--- src/sv/rfp_pkg.sv ---
// ----------------------------------------------------------------------------
// rfp_pkg
// Shared types, constants and helpers of the H.264 RTP FU-A packetizer.
// ----------------------------------------------------------------------------
package rfp_pkg;

  // largest RTP packet the build supports, header included
  localparam int MAX_PACKET_LIMIT = 1500;
  localparam int MIN_PACKET_LIMIT = 15;
  localparam int LIMIT_W          = $clog2(MAX_PACKET_LIMIT + 1);
  localparam int CFG_LIMIT_W      = 11;
  localparam int WIDE_W           = 17;

  localparam int RTP_HDR_BYTES = 12;
  localparam int FU_HDR_BYTES  = 2;
  localparam int SC_LEN        = 4;
  localparam int MIN_NAL_LEN   = 5;
  localparam int STEP_W        = $clog2(RTP_HDR_BYTES + FU_HDR_BYTES + 1);
  localparam int POS_W         = $clog2(SC_LEN + 2);

  localparam logic [7:0] SC_LAST_BYTE = 8'h01;
  localparam logic [7:0] RTP_V2_BYTE  = 8'h80;
  localparam logic [7:0] NRI_MASK     = 8'he0;
  localparam logic [7:0] TYPE_MASK    = 8'h1f;
  localparam logic [7:0] FU_A_TYPE    = 8'd28;

  // configuration register indexes
  localparam int CFG_ADDR_W = 2;
  localparam logic [CFG_ADDR_W-1:0] CFG_SSRC     = 2'd0;
  localparam logic [CFG_ADDR_W-1:0] CFG_PT       = 2'd1;
  localparam logic [CFG_ADDR_W-1:0] CFG_MAX_PKT  = 2'd2;

  localparam logic [31:0]            SSRC_RESET    = 32'd0;
  localparam logic [6:0]             PT_RESET      = 7'd96;
  localparam logic [CFG_LIMIT_W-1:0] MAX_PKT_RESET = 11'd1400;

  // command queue depth between front and back
  localparam int QDEPTH = 2;

  typedef logic [LIMIT_W-1:0] limit_t;

  // one result-causing input item, as classified by the front
  typedef struct packed {
    logic        rej;     // rejection, no byte
    logic        hdr;     // rtp header precedes this payload byte
    logic        fu;      // fu indicator and header follow the rtp header
    logic        mark;    // rtp marker bit
    logic        fin;     // last byte of the packet
    logic [7:0]  data;    // payload byte
    logic [15:0] seq;     // rtp sequence number
    logic [31:0] stamp;   // rtp timestamp
    logic [7:0]  fu_ind;  // fu indicator byte
    logic [7:0]  fu_hdr;  // fu header byte
  } cmd_t;

  // saturate the size register into the supported range
  function automatic limit_t clamp_limit(input logic [CFG_LIMIT_W-1:0] v);
    logic [WIDE_W-1:0] w;
    w = WIDE_W'(v);
    if (w < WIDE_W'(MIN_PACKET_LIMIT)) w = WIDE_W'(MIN_PACKET_LIMIT);
    if (w > WIDE_W'(MAX_PACKET_LIMIT)) w = WIDE_W'(MAX_PACKET_LIMIT);
    return LIMIT_W'(w);
  endfunction

endpackage

--- src/sv/rfp_front.sv ---
// ----------------------------------------------------------------------------
// rfp_front
// Accepts NAL bytes, checks start code and length, tracks packet and
// fragment position and queues one command for each result-causing byte.
// ----------------------------------------------------------------------------
module rfp_front import rfp_pkg::*; (
  input  logic                   clk,
  input  logic                   rst,
  input  logic                   acc,          // input transaction this cycle
  input  logic [79:0]            in_data,
  input  logic                   in_first,
  input  logic [CFG_LIMIT_W-1:0] max_packet_bytes,
  output logic                   push,
  output cmd_t                   cmd
);

  logic [7:0]  nal_byte;
  logic [31:0] nal_length;
  logic [31:0] frame_time;
  logic        frame_end;

  assign nal_byte   = in_data[7:0];
  assign nal_length = in_data[39:8];
  assign frame_time = in_data[71:40];
  assign frame_end  = in_data[72];

  // state
  logic [31:0]      left, left_next;       // bytes of the nal not yet taken
  logic [POS_W-1:0] pos, pos_next;         // saturating byte position
  limit_t           fill, fill_next;
  logic             fm, fm_next;
  logic             ff, ff_next;
  logic [7:0]       hcopy, hcopy_next;
  logic [31:0]      stamp, stamp_next;
  logic             fend, fend_next;
  logic             drop, drop_next;
  limit_t           limit, limit_next;
  logic [15:0]      seq, seq_next;

  // state as seen by this byte (a first byte restarts the nal)
  logic [31:0]      e_left;
  logic [POS_W-1:0] e_pos;
  limit_t           e_fill;
  logic             e_fm, e_ff, e_fend, e_drop;
  logic [31:0]      e_stamp;
  limit_t           e_limit;
  logic             short_nal;

  always_comb begin
    e_left    = left;
    e_pos     = pos;
    e_fill    = fill;
    e_fm      = fm;
    e_ff      = ff;
    e_stamp   = stamp;
    e_fend    = fend;
    e_drop    = drop;
    e_limit   = limit;
    short_nal = 1'b0;
    if (in_first) begin
      e_left    = nal_length;
      e_pos     = '0;
      e_fill    = '0;
      e_fm      = 1'b0;
      e_ff      = 1'b0;
      e_stamp   = frame_time;
      e_fend    = frame_end;
      e_drop    = 1'b0;
      e_limit   = clamp_limit(max_packet_bytes);
      short_nal = nal_length < 32'(MIN_NAL_LEN);
    end
  end

  // payload arithmetic
  limit_t         cap;
  logic           last;
  logic           fin;
  logic           frag;
  logic [LIMIT_W:0] fill_inc;

  always_comb begin
    cap = e_limit - limit_t'(RTP_HDR_BYTES) - (e_fm ? limit_t'(FU_HDR_BYTES) : '0);
    last = e_left <= 32'(cap);
    fill_inc = {1'b0, e_fill} + 1'b1;
    fin = (fill_inc >= {1'b0, cap}) || (e_left == 32'd1);
    // at the start-code end, e_left = total - 3; payload + header = e_left + 11
    frag = ({1'b0, e_left} + 33'(RTP_HDR_BYTES - 1)) > 33'(e_limit);
  end

  // next state and command
  always_comb begin
    left_next  = left;
    pos_next   = pos;
    fill_next  = fill;
    fm_next    = fm;
    ff_next    = ff;
    hcopy_next = hcopy;
    stamp_next = stamp;
    fend_next  = fend;
    drop_next  = drop;
    limit_next = limit;
    seq_next   = seq;
    push       = 1'b0;
    cmd        = '0;
    cmd.data   = nal_byte;
    cmd.stamp  = e_stamp;
    cmd.seq    = seq;
    if (acc) begin
      left_next  = e_left;
      pos_next   = e_pos;
      fill_next  = e_fill;
      fm_next    = e_fm;
      ff_next    = e_ff;
      stamp_next = e_stamp;
      fend_next  = e_fend;
      drop_next  = e_drop;
      limit_next = e_limit;
      if (in_first) hcopy_next = '0;
      if (short_nal) begin
        drop_next = 1'b1;
        push      = 1'b1;
        cmd.rej   = 1'b1;
        cmd.data  = '0;
      end else if (!e_drop && e_left != '0) begin
        left_next = e_left - 32'd1;
        if (e_pos <= POS_W'(SC_LEN)) pos_next = e_pos + 1'b1;
        if (e_pos < POS_W'(SC_LEN - 1)) begin
          // leading zero bytes of the start code
          if (nal_byte != '0) begin
            drop_next = 1'b1;
            push      = 1'b1;
            cmd.rej   = 1'b1;
            cmd.data  = '0;
          end
        end else if (e_pos == POS_W'(SC_LEN - 1)) begin
          if (nal_byte != SC_LAST_BYTE) begin
            drop_next = 1'b1;
            push      = 1'b1;
            cmd.rej   = 1'b1;
            cmd.data  = '0;
          end else begin
            fm_next = frag;
            ff_next = frag;
          end
        end else begin
          if (e_pos == POS_W'(SC_LEN)) hcopy_next = nal_byte;
          // the nal header byte is folded into fu bytes in fragment mode
          if (!(e_pos == POS_W'(SC_LEN) && e_fm)) begin
            push    = 1'b1;
            cmd.fin = fin;
            if (e_fill == '0) begin
              seq_next   = seq + 16'd1;
              cmd.seq    = seq + 16'd1;
              cmd.hdr    = 1'b1;
              cmd.fu     = e_fm;
              cmd.mark   = e_fend && last;
              cmd.fu_ind = (hcopy & NRI_MASK) | FU_A_TYPE;
              cmd.fu_hdr = {e_ff, last, 6'b0} | (hcopy & TYPE_MASK);
              ff_next    = 1'b0;
            end
            fill_next = fin ? '0 : LIMIT_W'(fill_inc);
          end
        end
      end
    end
  end

  always_ff @(posedge clk) begin
    if (rst) begin
      left  <= '0;
      pos   <= '0;
      fill  <= '0;
      fm    <= 1'b0;
      ff    <= 1'b0;
      hcopy <= '0;
      stamp <= '0;
      fend  <= 1'b0;
      drop  <= 1'b0;
      limit <= clamp_limit(MAX_PKT_RESET);
      seq   <= '0;
    end else begin
      left  <= left_next;
      pos   <= pos_next;
      fill  <= fill_next;
      fm    <= fm_next;
      ff    <= ff_next;
      hcopy <= hcopy_next;
      stamp <= stamp_next;
      fend  <= fend_next;
      drop  <= drop_next;
      limit <= limit_next;
      seq   <= seq_next;
    end
  end

endmodule

--- src/sv/rfp_queue.sv ---
// ----------------------------------------------------------------------------
// rfp_queue
// Short command queue that lets the front and back stall independently.
// ----------------------------------------------------------------------------
module rfp_queue import rfp_pkg::*; (
  input  logic clk,
  input  logic rst,
  input  logic push,
  input  cmd_t push_cmd,
  input  logic pop,
  output cmd_t head,
  output logic head_valid,
  output logic full
);

  localparam int PTR_W = (QDEPTH > 1) ? $clog2(QDEPTH) : 1;
  localparam int CNT_W = $clog2(QDEPTH + 1);

  cmd_t             mem [QDEPTH];
  logic [PTR_W-1:0] wr_ptr;
  logic [PTR_W-1:0] rd_ptr;
  logic [CNT_W-1:0] count;

  assign head       = mem[rd_ptr];
  assign head_valid = count != '0;
  assign full       = count == CNT_W'(QDEPTH);

  // storage
  always_ff @(posedge clk) begin
    if (push) mem[wr_ptr] <= push_cmd;
  end

  // pointers and fill count
  always_ff @(posedge clk) begin
    if (rst) begin
      wr_ptr <= '0;
      rd_ptr <= '0;
      count  <= '0;
    end else begin
      if (push) wr_ptr <= (wr_ptr == PTR_W'(QDEPTH - 1)) ? '0 : wr_ptr + 1'b1;
      if (pop)  rd_ptr <= (rd_ptr == PTR_W'(QDEPTH - 1)) ? '0 : rd_ptr + 1'b1;
      count <= count + CNT_W'(push) - CNT_W'(pop);
    end
  end

endmodule

--- src/sv/rfp_back.sv ---
// ----------------------------------------------------------------------------
// rfp_back
// Expands each queued command into RTP header and FU bytes, if flagged, and
// the payload byte, one per cycle unless stalled, via a registered output.
// ----------------------------------------------------------------------------
module rfp_back import rfp_pkg::*; (
  input  logic        clk,
  input  logic        rst,
  input  cmd_t        cmd,
  input  logic        cmd_valid,
  output logic        cmd_pop,
  input  logic [31:0] stream_source_id,
  input  logic [6:0]  payload_kind,
  output logic        m_tvalid,
  input  logic        m_tready,
  output logic [7:0]  m_tdata,
  output logic        m_tlast,
  output logic [1:0]  m_tuser
);

  logic [STEP_W-1:0] step;
  logic [STEP_W-1:0] hdr_len;
  logic              load;
  logic              at_payload;
  logic [7:0]        sel;

  assign hdr_len = !cmd.hdr ? '0 :
                   cmd.fu   ? STEP_W'(RTP_HDR_BYTES + FU_HDR_BYTES) :
                              STEP_W'(RTP_HDR_BYTES);
  assign load       = cmd_valid && (!m_tvalid || m_tready);
  assign at_payload = step == hdr_len;
  assign cmd_pop    = load && at_payload;

  // byte for the current step
  always_comb begin
    if (at_payload) begin
      sel = cmd.data;
    end else begin
      case (step)
        4'd0:    sel = RTP_V2_BYTE;
        4'd1:    sel = {cmd.mark, payload_kind};
        4'd2:    sel = cmd.seq[15:8];
        4'd3:    sel = cmd.seq[7:0];
        4'd4:    sel = cmd.stamp[31:24];
        4'd5:    sel = cmd.stamp[23:16];
        4'd6:    sel = cmd.stamp[15:8];
        4'd7:    sel = cmd.stamp[7:0];
        4'd8:    sel = stream_source_id[31:24];
        4'd9:    sel = stream_source_id[23:16];
        4'd10:   sel = stream_source_id[15:8];
        4'd11:   sel = stream_source_id[7:0];
        4'd12:   sel = cmd.fu_ind;
        4'd13:   sel = cmd.fu_hdr;
        default: sel = cmd.data;
      endcase
    end
  end

  // output register and step counter
  always_ff @(posedge clk) begin
    if (rst) begin
      m_tvalid <= 1'b0;
      step     <= '0;
    end else if (load) begin
      m_tvalid <= 1'b1;
      step     <= at_payload ? '0 : step + 1'b1;
    end else if (m_tready) begin
      m_tvalid <= 1'b0;
    end
  end

  always_ff @(posedge clk) begin
    if (load) begin
      m_tdata <= sel;
      m_tlast <= at_payload && cmd.fin;
      m_tuser <= {at_payload && cmd.rej, (step == '0) && cmd.hdr};
    end
  end

`ifndef ASSERT_OFF
  // a rejection carries no byte and no packet framing
  a_rej_clean: assert property (@(posedge clk) disable iff (rst)
    m_tvalid && m_tuser[1] |-> !m_tuser[0] && !m_tlast && m_tdata == '0)
    else $error("rejection result carries packet data");

  // every packet opens with the version byte
  a_start_byte: assert property (@(posedge clk) disable iff (rst)
    m_tvalid && m_tuser[0] |-> m_tdata == RTP_V2_BYTE)
    else $error("packet start without version byte");

  // the step counter stays within one header plus payload
  a_step_range: assert property (@(posedge clk) disable iff (rst)
    cmd_valid |-> step <= hdr_len)
    else $error("header step ran past payload");
`endif

endmodule

--- src/sv/h264_rtp_fu_a_packetizer.sv ---
// ----------------------------------------------------------------------------
// h264_rtp_fu_a_packetizer
// H.264 NAL byte stream to RTP packet byte stream, single NAL and FU-A modes.
// ----------------------------------------------------------------------------
// One NAL byte is taken per cycle while the queue has room; payload bytes
// leave at one per cycle while the output is ready. Each packet's first
// payload byte follows its 12 RTP header bytes, plus indicator and FU header
// in FU-A mode, while the input keeps flowing into a two-entry command queue
// until it fills. Start-code bytes and the FU-A NAL header byte give no
// output. A bad start code or a NAL shorter than 5 bytes gives one result
// with tuser[1] set and no packet byte. The size limit latches at NAL start.
module h264_rtp_fu_a_packetizer import rfp_pkg::*; (
  input  logic                  clk,
  input  logic                  rst,
  // input stream
  input  logic                  s_tvalid,
  output logic                  s_tready,
  input  logic [79:0]           s_tdata,   // nal_byte, nal_length, frame_time,
                                           // frame_end, zero fill
  input  logic                  s_tuser,   // nal_first
  // output stream
  output logic                  m_tvalid,
  input  logic                  m_tready,
  output logic [7:0]            m_tdata,   // packet_byte
  output logic                  m_tlast,   // packet_final
  output logic [1:0]            m_tuser,   // packet_start, nal_rejected
  // configuration
  input  logic                  cfg_we,
  input  logic [CFG_ADDR_W-1:0] cfg_addr,
  input  logic [31:0]           cfg_wdata
);

  logic [31:0]            stream_source_id;
  logic [6:0]             payload_kind;
  logic [CFG_LIMIT_W-1:0] max_packet_bytes;

  // configuration registers
  always_ff @(posedge clk) begin
    if (rst) begin
      stream_source_id <= SSRC_RESET;
      payload_kind     <= PT_RESET;
      max_packet_bytes <= MAX_PKT_RESET;
    end else if (cfg_we) begin
      case (cfg_addr)
        CFG_SSRC:    stream_source_id <= cfg_wdata;
        CFG_PT:      payload_kind     <= cfg_wdata[6:0];
        CFG_MAX_PKT: max_packet_bytes <= cfg_wdata[CFG_LIMIT_W-1:0];
        default:     ;
      endcase
    end
  end

  logic acc;
  logic push;
  cmd_t push_cmd;
  logic pop;
  cmd_t head;
  logic head_valid;
  logic full;

  assign s_tready = !full;
  assign acc      = s_tvalid && s_tready;

  rfp_front u_front (
    .clk              (clk),
    .rst              (rst),
    .acc              (acc),
    .in_data          (s_tdata),
    .in_first         (s_tuser),
    .max_packet_bytes (max_packet_bytes),
    .push             (push),
    .cmd              (push_cmd)
  );

  rfp_queue u_queue (
    .clk        (clk),
    .rst        (rst),
    .push       (push),
    .push_cmd   (push_cmd),
    .pop        (pop),
    .head       (head),
    .head_valid (head_valid),
    .full       (full)
  );

  rfp_back u_back (
    .clk              (clk),
    .rst              (rst),
    .cmd              (head),
    .cmd_valid        (head_valid),
    .cmd_pop          (pop),
    .stream_source_id (stream_source_id),
    .payload_kind     (payload_kind),
    .m_tvalid         (m_tvalid),
    .m_tready         (m_tready),
    .m_tdata          (m_tdata),
    .m_tlast          (m_tlast),
    .m_tuser          (m_tuser)
  );

endmodule
--- config.mk ---
export PLATFORM = sky130hd
export DESIGN_NAME = h264_rtp_fu_a_packetizer
export DESIGN_NICKNAME = d
export VERILOG_FILES = /design/src/sv/rfp_pkg.sv /design/src/sv/rfp_front.sv /design/src/sv/rfp_queue.sv /design/src/sv/rfp_back.sv /design/src/sv/h264_rtp_fu_a_packetizer.sv
export SDC_FILE = /design/constraint.sdc
export NUM_CORES = 1
export LEC_CHECK = 0
export BUFFER_PORTS_ARGS = -buffer_cell sky130_fd_sc_hd__buf_2
export CAP_MARGIN = 20
export CORE_MARGIN = 3
export CORE_UTILIZATION = 49
export CTS_CLUSTER_DIAMETER = 150
export DETAILED_ROUTE_END_ITERATION = 16
export MAX_ROUTING_LAYER = met4
export PLACE_DENSITY = 0.7
export SYNTH_ARGS = -nofsm -noshare
export SYNTH_HDL_FRONTEND = slang
export SYNTH_SLANG_ARGS = --single-unit
--- constraint.sdc ---
create_clock -name clk -period 6.7 [get_ports clk]
set_input_delay 0.335 -clock clk [delete_from_list [all_inputs] [get_ports clk]]
set_output_delay 0.335 -clock clk [all_outputs]
set_load 0.01 [all_outputs]
==> flow_summary.json <==
{
  "r2r_start": "max_packet_bytes[7]$_SDFFE_PP0P_",
  "io_buffer_count": 125,
  "hold_viol": 0,
  "route.detailed.drc": 0,
  "dpl_cell_area_sq_um": 18200,
  "cts_sinks": 330,
  "hold-path-cell-count": 3,
  "pre_cts_slack_ps": 1530,
  "num_vias": 14100,
  "holdPathEnd": "stream_source_id[13]$_SDFFE_PP0P_",
  "syn-cell-area_sq_um": 17300,
  "synth_edf_count": 153,
  "grt_pass1_wl_um": 74800,
  "slew_headroom_pct": 37.2,
  "syn2layout_area_growth_pct": 12.8,
  "antenna_found_initial": 1,
  "drv_slew": 0,
  "rrSetupSlack_ps": 1370,
  "layout_commonest_cell": "nand2_1",
  "power_mw": 5.98,
  "hold_start": "cfg_wdata[13]",
  "cts_tree": "done",
  "synth-seq-cells": 330,
  "r2r_end": "u_front.fill[2]$_SDFFE_PP0P_",
  "critPathKind": "flip-flop to flip-flop",
  "ff2ff_path_depth": 18,
  "finalWeightedCongestion": 0.979,
  "clock_skew_ps": 15.0,
  "crit_chain": "or4_1 -> nor4_1 -> o21a_1 -> mux2i_1 -> inv_1 -> ha_1 -> fa_1 -> a211oi_1 -> nand3_1 -> xnor2_1 -> ha_1 -> nor3_1 -> nand2_1 -> a211oi_1 -> o31ai_1 -> nor3_1 -> a32oi_1 -> nor3_1",
  "htree_levels": 2,
  "cap_violations": 0,
  "num_rows": 68,
  "root_buffer": "clkbuf_16",
  "totalWireLength_um": 48000,
  "path_clk_slew_ps": 60,
  "fp.dieW_um": 194,
  "worst_setup_path_start_kind": "flip-flop",
  "post-route-min-period_ps": 5330,
  "initialDrtViolationCount": 1241,
  "die_area_sq_um": 37500,
  "ant_nets": 0,
  "hold_path_class": "primary input to flip-flop",
  "cpPeakStageDelay_ps": 610,
  "dp_hpwl_um": 34400,
  "max_freq_ghz": 0.187,
  "ys_seq_area_share_pct": 47.1,
  "synth.distinct_cells": 83,
  "worstPathRequired_ps": 7140,
  "async_flop_share_pct": 0,
  "yosys_warnings": 0,
  "syn_inst": 1806,
  "ios": 133,
  "period_share_pct": 79.6,
  "power_density_nw_per_um2": 307,
  "floorplan.initialDensity_pct": 49.9,
  "via_per_inst": 5.94,
  "overflow": 0,
  "first_pass_iters": 7,
  "status": "completed",
  "setup_ws_ps": 1370,
  "cts_made_buffers": 37,
  "grt_pass1_vias": 13300,
  "worstSkewPairLatency_ps": 530,
  "postCtsHoldBufs": 0,
  "nNetsFinal": 2058,
  "p_leak_nw": 7.24,
  "grt_max_degree": 109,
  "crit_fanout": 5,
  "rsz0062_at_grt": "false",
  "cp-end-kind": "flip-flop",
  "dieHeight_um": 194,
  "critPathTopFamily": "simple AND/OR/NAND/NOR gates",
  "core_area_sq_um": 34600,
  "cts_resized": 0,
  "grt_usage_pct": 25.2,
  "wl_per_cell_um": 20.2,
  "cts_max_path_buffers": 3,
  "synth_nets": 1979,
  "peakVddDrop_uv": 220,
  "synth.avg_cell_area_sq_um": 9.56,
  "path_common_cell": "nor3_1",
  "setup_viol": 0,
  "crit_buf_inv": 1,
  "layout-drive-gt1-share_pct": 14.7,
  "cp.arrival_ps": 5780,
  "tightest_slew_ps": 942,
  "cp_slowest_cell": "nor3_1",
  "fin_area_sq_um": 19500,
  "layout.cells.most_common_list": "nand2_1 (286), dfxtp_1 (176), edfxtp_1 (153)",
  "post_cts_buffers": 0,
  "synthFlopType": "dfxtp_1"
}
[worst register-to-register path: stages (launching register included)]
cell and delay [ps]:
dfxtp_1 340, or4_1 520, nor4_1 410, o21a_1 200, mux2i_1 110, inv_1 100
ha_1 290, fa_1 430, a211oi_1 400, nand3_1 190, xnor2_1 220, ha_1 240
nor3_1 270, nand2_1 110, a211oi_1 260, o31ai_1 200, nor3_1 610, a32oi_1 200
nor3_1 160
[per-stage QoR]
step / setup TNS [ps] / utilization, % / instances / hold slack (ps)
CTS: 0 / 56.3 / 2369 / 42.4
floorplan: -6770 / - / 1806 / 427
finish: 0 / 56.3 / 2370 / 52.5
global placement: 0 / 52.6 / 2301 / 438
global route: 0 / 56.3 / 2370 / 58.9
detailed placement: 0 / 52.6 / 2301 / 444
[final cells by class]
type,instances,area (sq um)
Fill cell,3075,15100
Multi-Input combinational cell,1333,8580
Sequential cell,330,8140
Clock buffer,48,1010
Timing Repair Buffer,140,759
Tap cell,455,569
Clock inverter,20,262
Inverter,43,161
Antenna cell,1,2.50
[cells in the mapped netlist, types with 10 or more instances]
cell type	count	area, sq um
nand4_1	26	163
a22oi_1	36	270
a21oi_1	145	726
xnor2_1	54	473
nand2_1	287	1080
clkbuf_1	79	297
a22o_1	10	87.6
and2_1	33	206
nand3b_1	17	128
a221oi_1	13	114
nor3b_1	14	105
dfxtp_1	177	3540
nor2b_1	36	225
o21a_1	11	82.6
xor2_1	18	158
a211oi_1	12	90.1
inv_1	43	161
nor2_1	114	428
ha_1	52	651
nor4_1	20	125
mux2_2	53	597
nand2b_1	18	113
a31oi_1	13	81.3
nor3_1	38	190
nand3_1	38	190
edfxtp_1	153	4590
o21ai_0	56	280
a211o_1	12	105
mux2i_1	74	741
[state kept, by name, indices dropped and copies added, names as in the netlist, named ones only]
signal	count
u_queue.count	2
u_back.step	4
u_front.left	32
u_front.fend	1
stream_source_id	32
u_front.ff	1
u_back.m_tdata	8
u_front.drop	1
u_back.m_tvalid	1
u_front.seq	16
u_front.stamp	32
payload_kind	7
u_back.m_tuser	2
u_queue.mem	142
max_packet_bytes	11
u_queue.rd_ptr	1
u_front.hcopy	8
u_front.fill	11
u_front.pos	3
u_front.fm	1
u_front.limit	11
u_queue.wr_ptr	1
u_back.m_tlast	1
[logic make-up (layout without fill, tap and decap cells)]
group / count (synthesis) / in the layout / synth area share (%)
AOI/OAI and AO/OA: 379 / 379 / 14.0
xor gates and xnor gates: 72 / 72 / 3.65
adders and majority gates: 53 / 53 / 3.88
buffers and inverters: 143 / 251 / 3.35
DFF: 330 / 330 / 47.1
muxes: 129 / 129 / 7.89
other: 0 / 1 / 0
and+or+nand+nor: 700 / 700 / 20.1
[metal layers]
metal	GRT usage (%)	wire [um]
met3	3.61	3330
met5	-	0
met2	38.3	21500
met4	6.38	1190
met1	35.8	21900
[how the worst max path moves through the flow]
| stage | start | to | slack, ps | depth (start not counted) |
|---|---|---|---|---|
| final | max_packet_bytes[7]$_SDFFE_PP0P_ | u_front.fill[2]$_SDFFE_PP0P_ | 1370 | 18 |
| after global routing | max_packet_bytes[7]$_SDFFE_PP0P_ | u_front.fill[2]$_SDFFE_PP0P_ | 920 | 18 |
| after CTS | max_packet_bytes[7]$_SDFFE_PP0P_ | u_front.fill[0]$_SDFFE_PP0P_ | 1500 | 17 |
| after detailed placement | max_packet_bytes[7]$_SDFFE_PP0P_ | u_front.fill[2]$_SDFFE_PP0P_ | 1530 | 18 |
| after global placement | max_packet_bytes[7]$_SDFFE_PP0P_ | u_front.fill[10]$_SDFFE_PP0P_ | 1600 | 17 |
| after floorplan | s_tuser | u_queue.mem[0][0]$_DFFE_PP_ | -50 | 17 |
[where the power goes]
group / leakage, nW / switching (mW) / internal, mW / total [mW]
Sequential: 2.90 / 0.131 / 2.40 / 2.53
Clock: 0.614 / 0.836 / 1.27 / 2.11
Combinational: 3.73 / 0.858 / 0.485 / 1.34
Note: power is estimated with default switching activity, not from simulation.
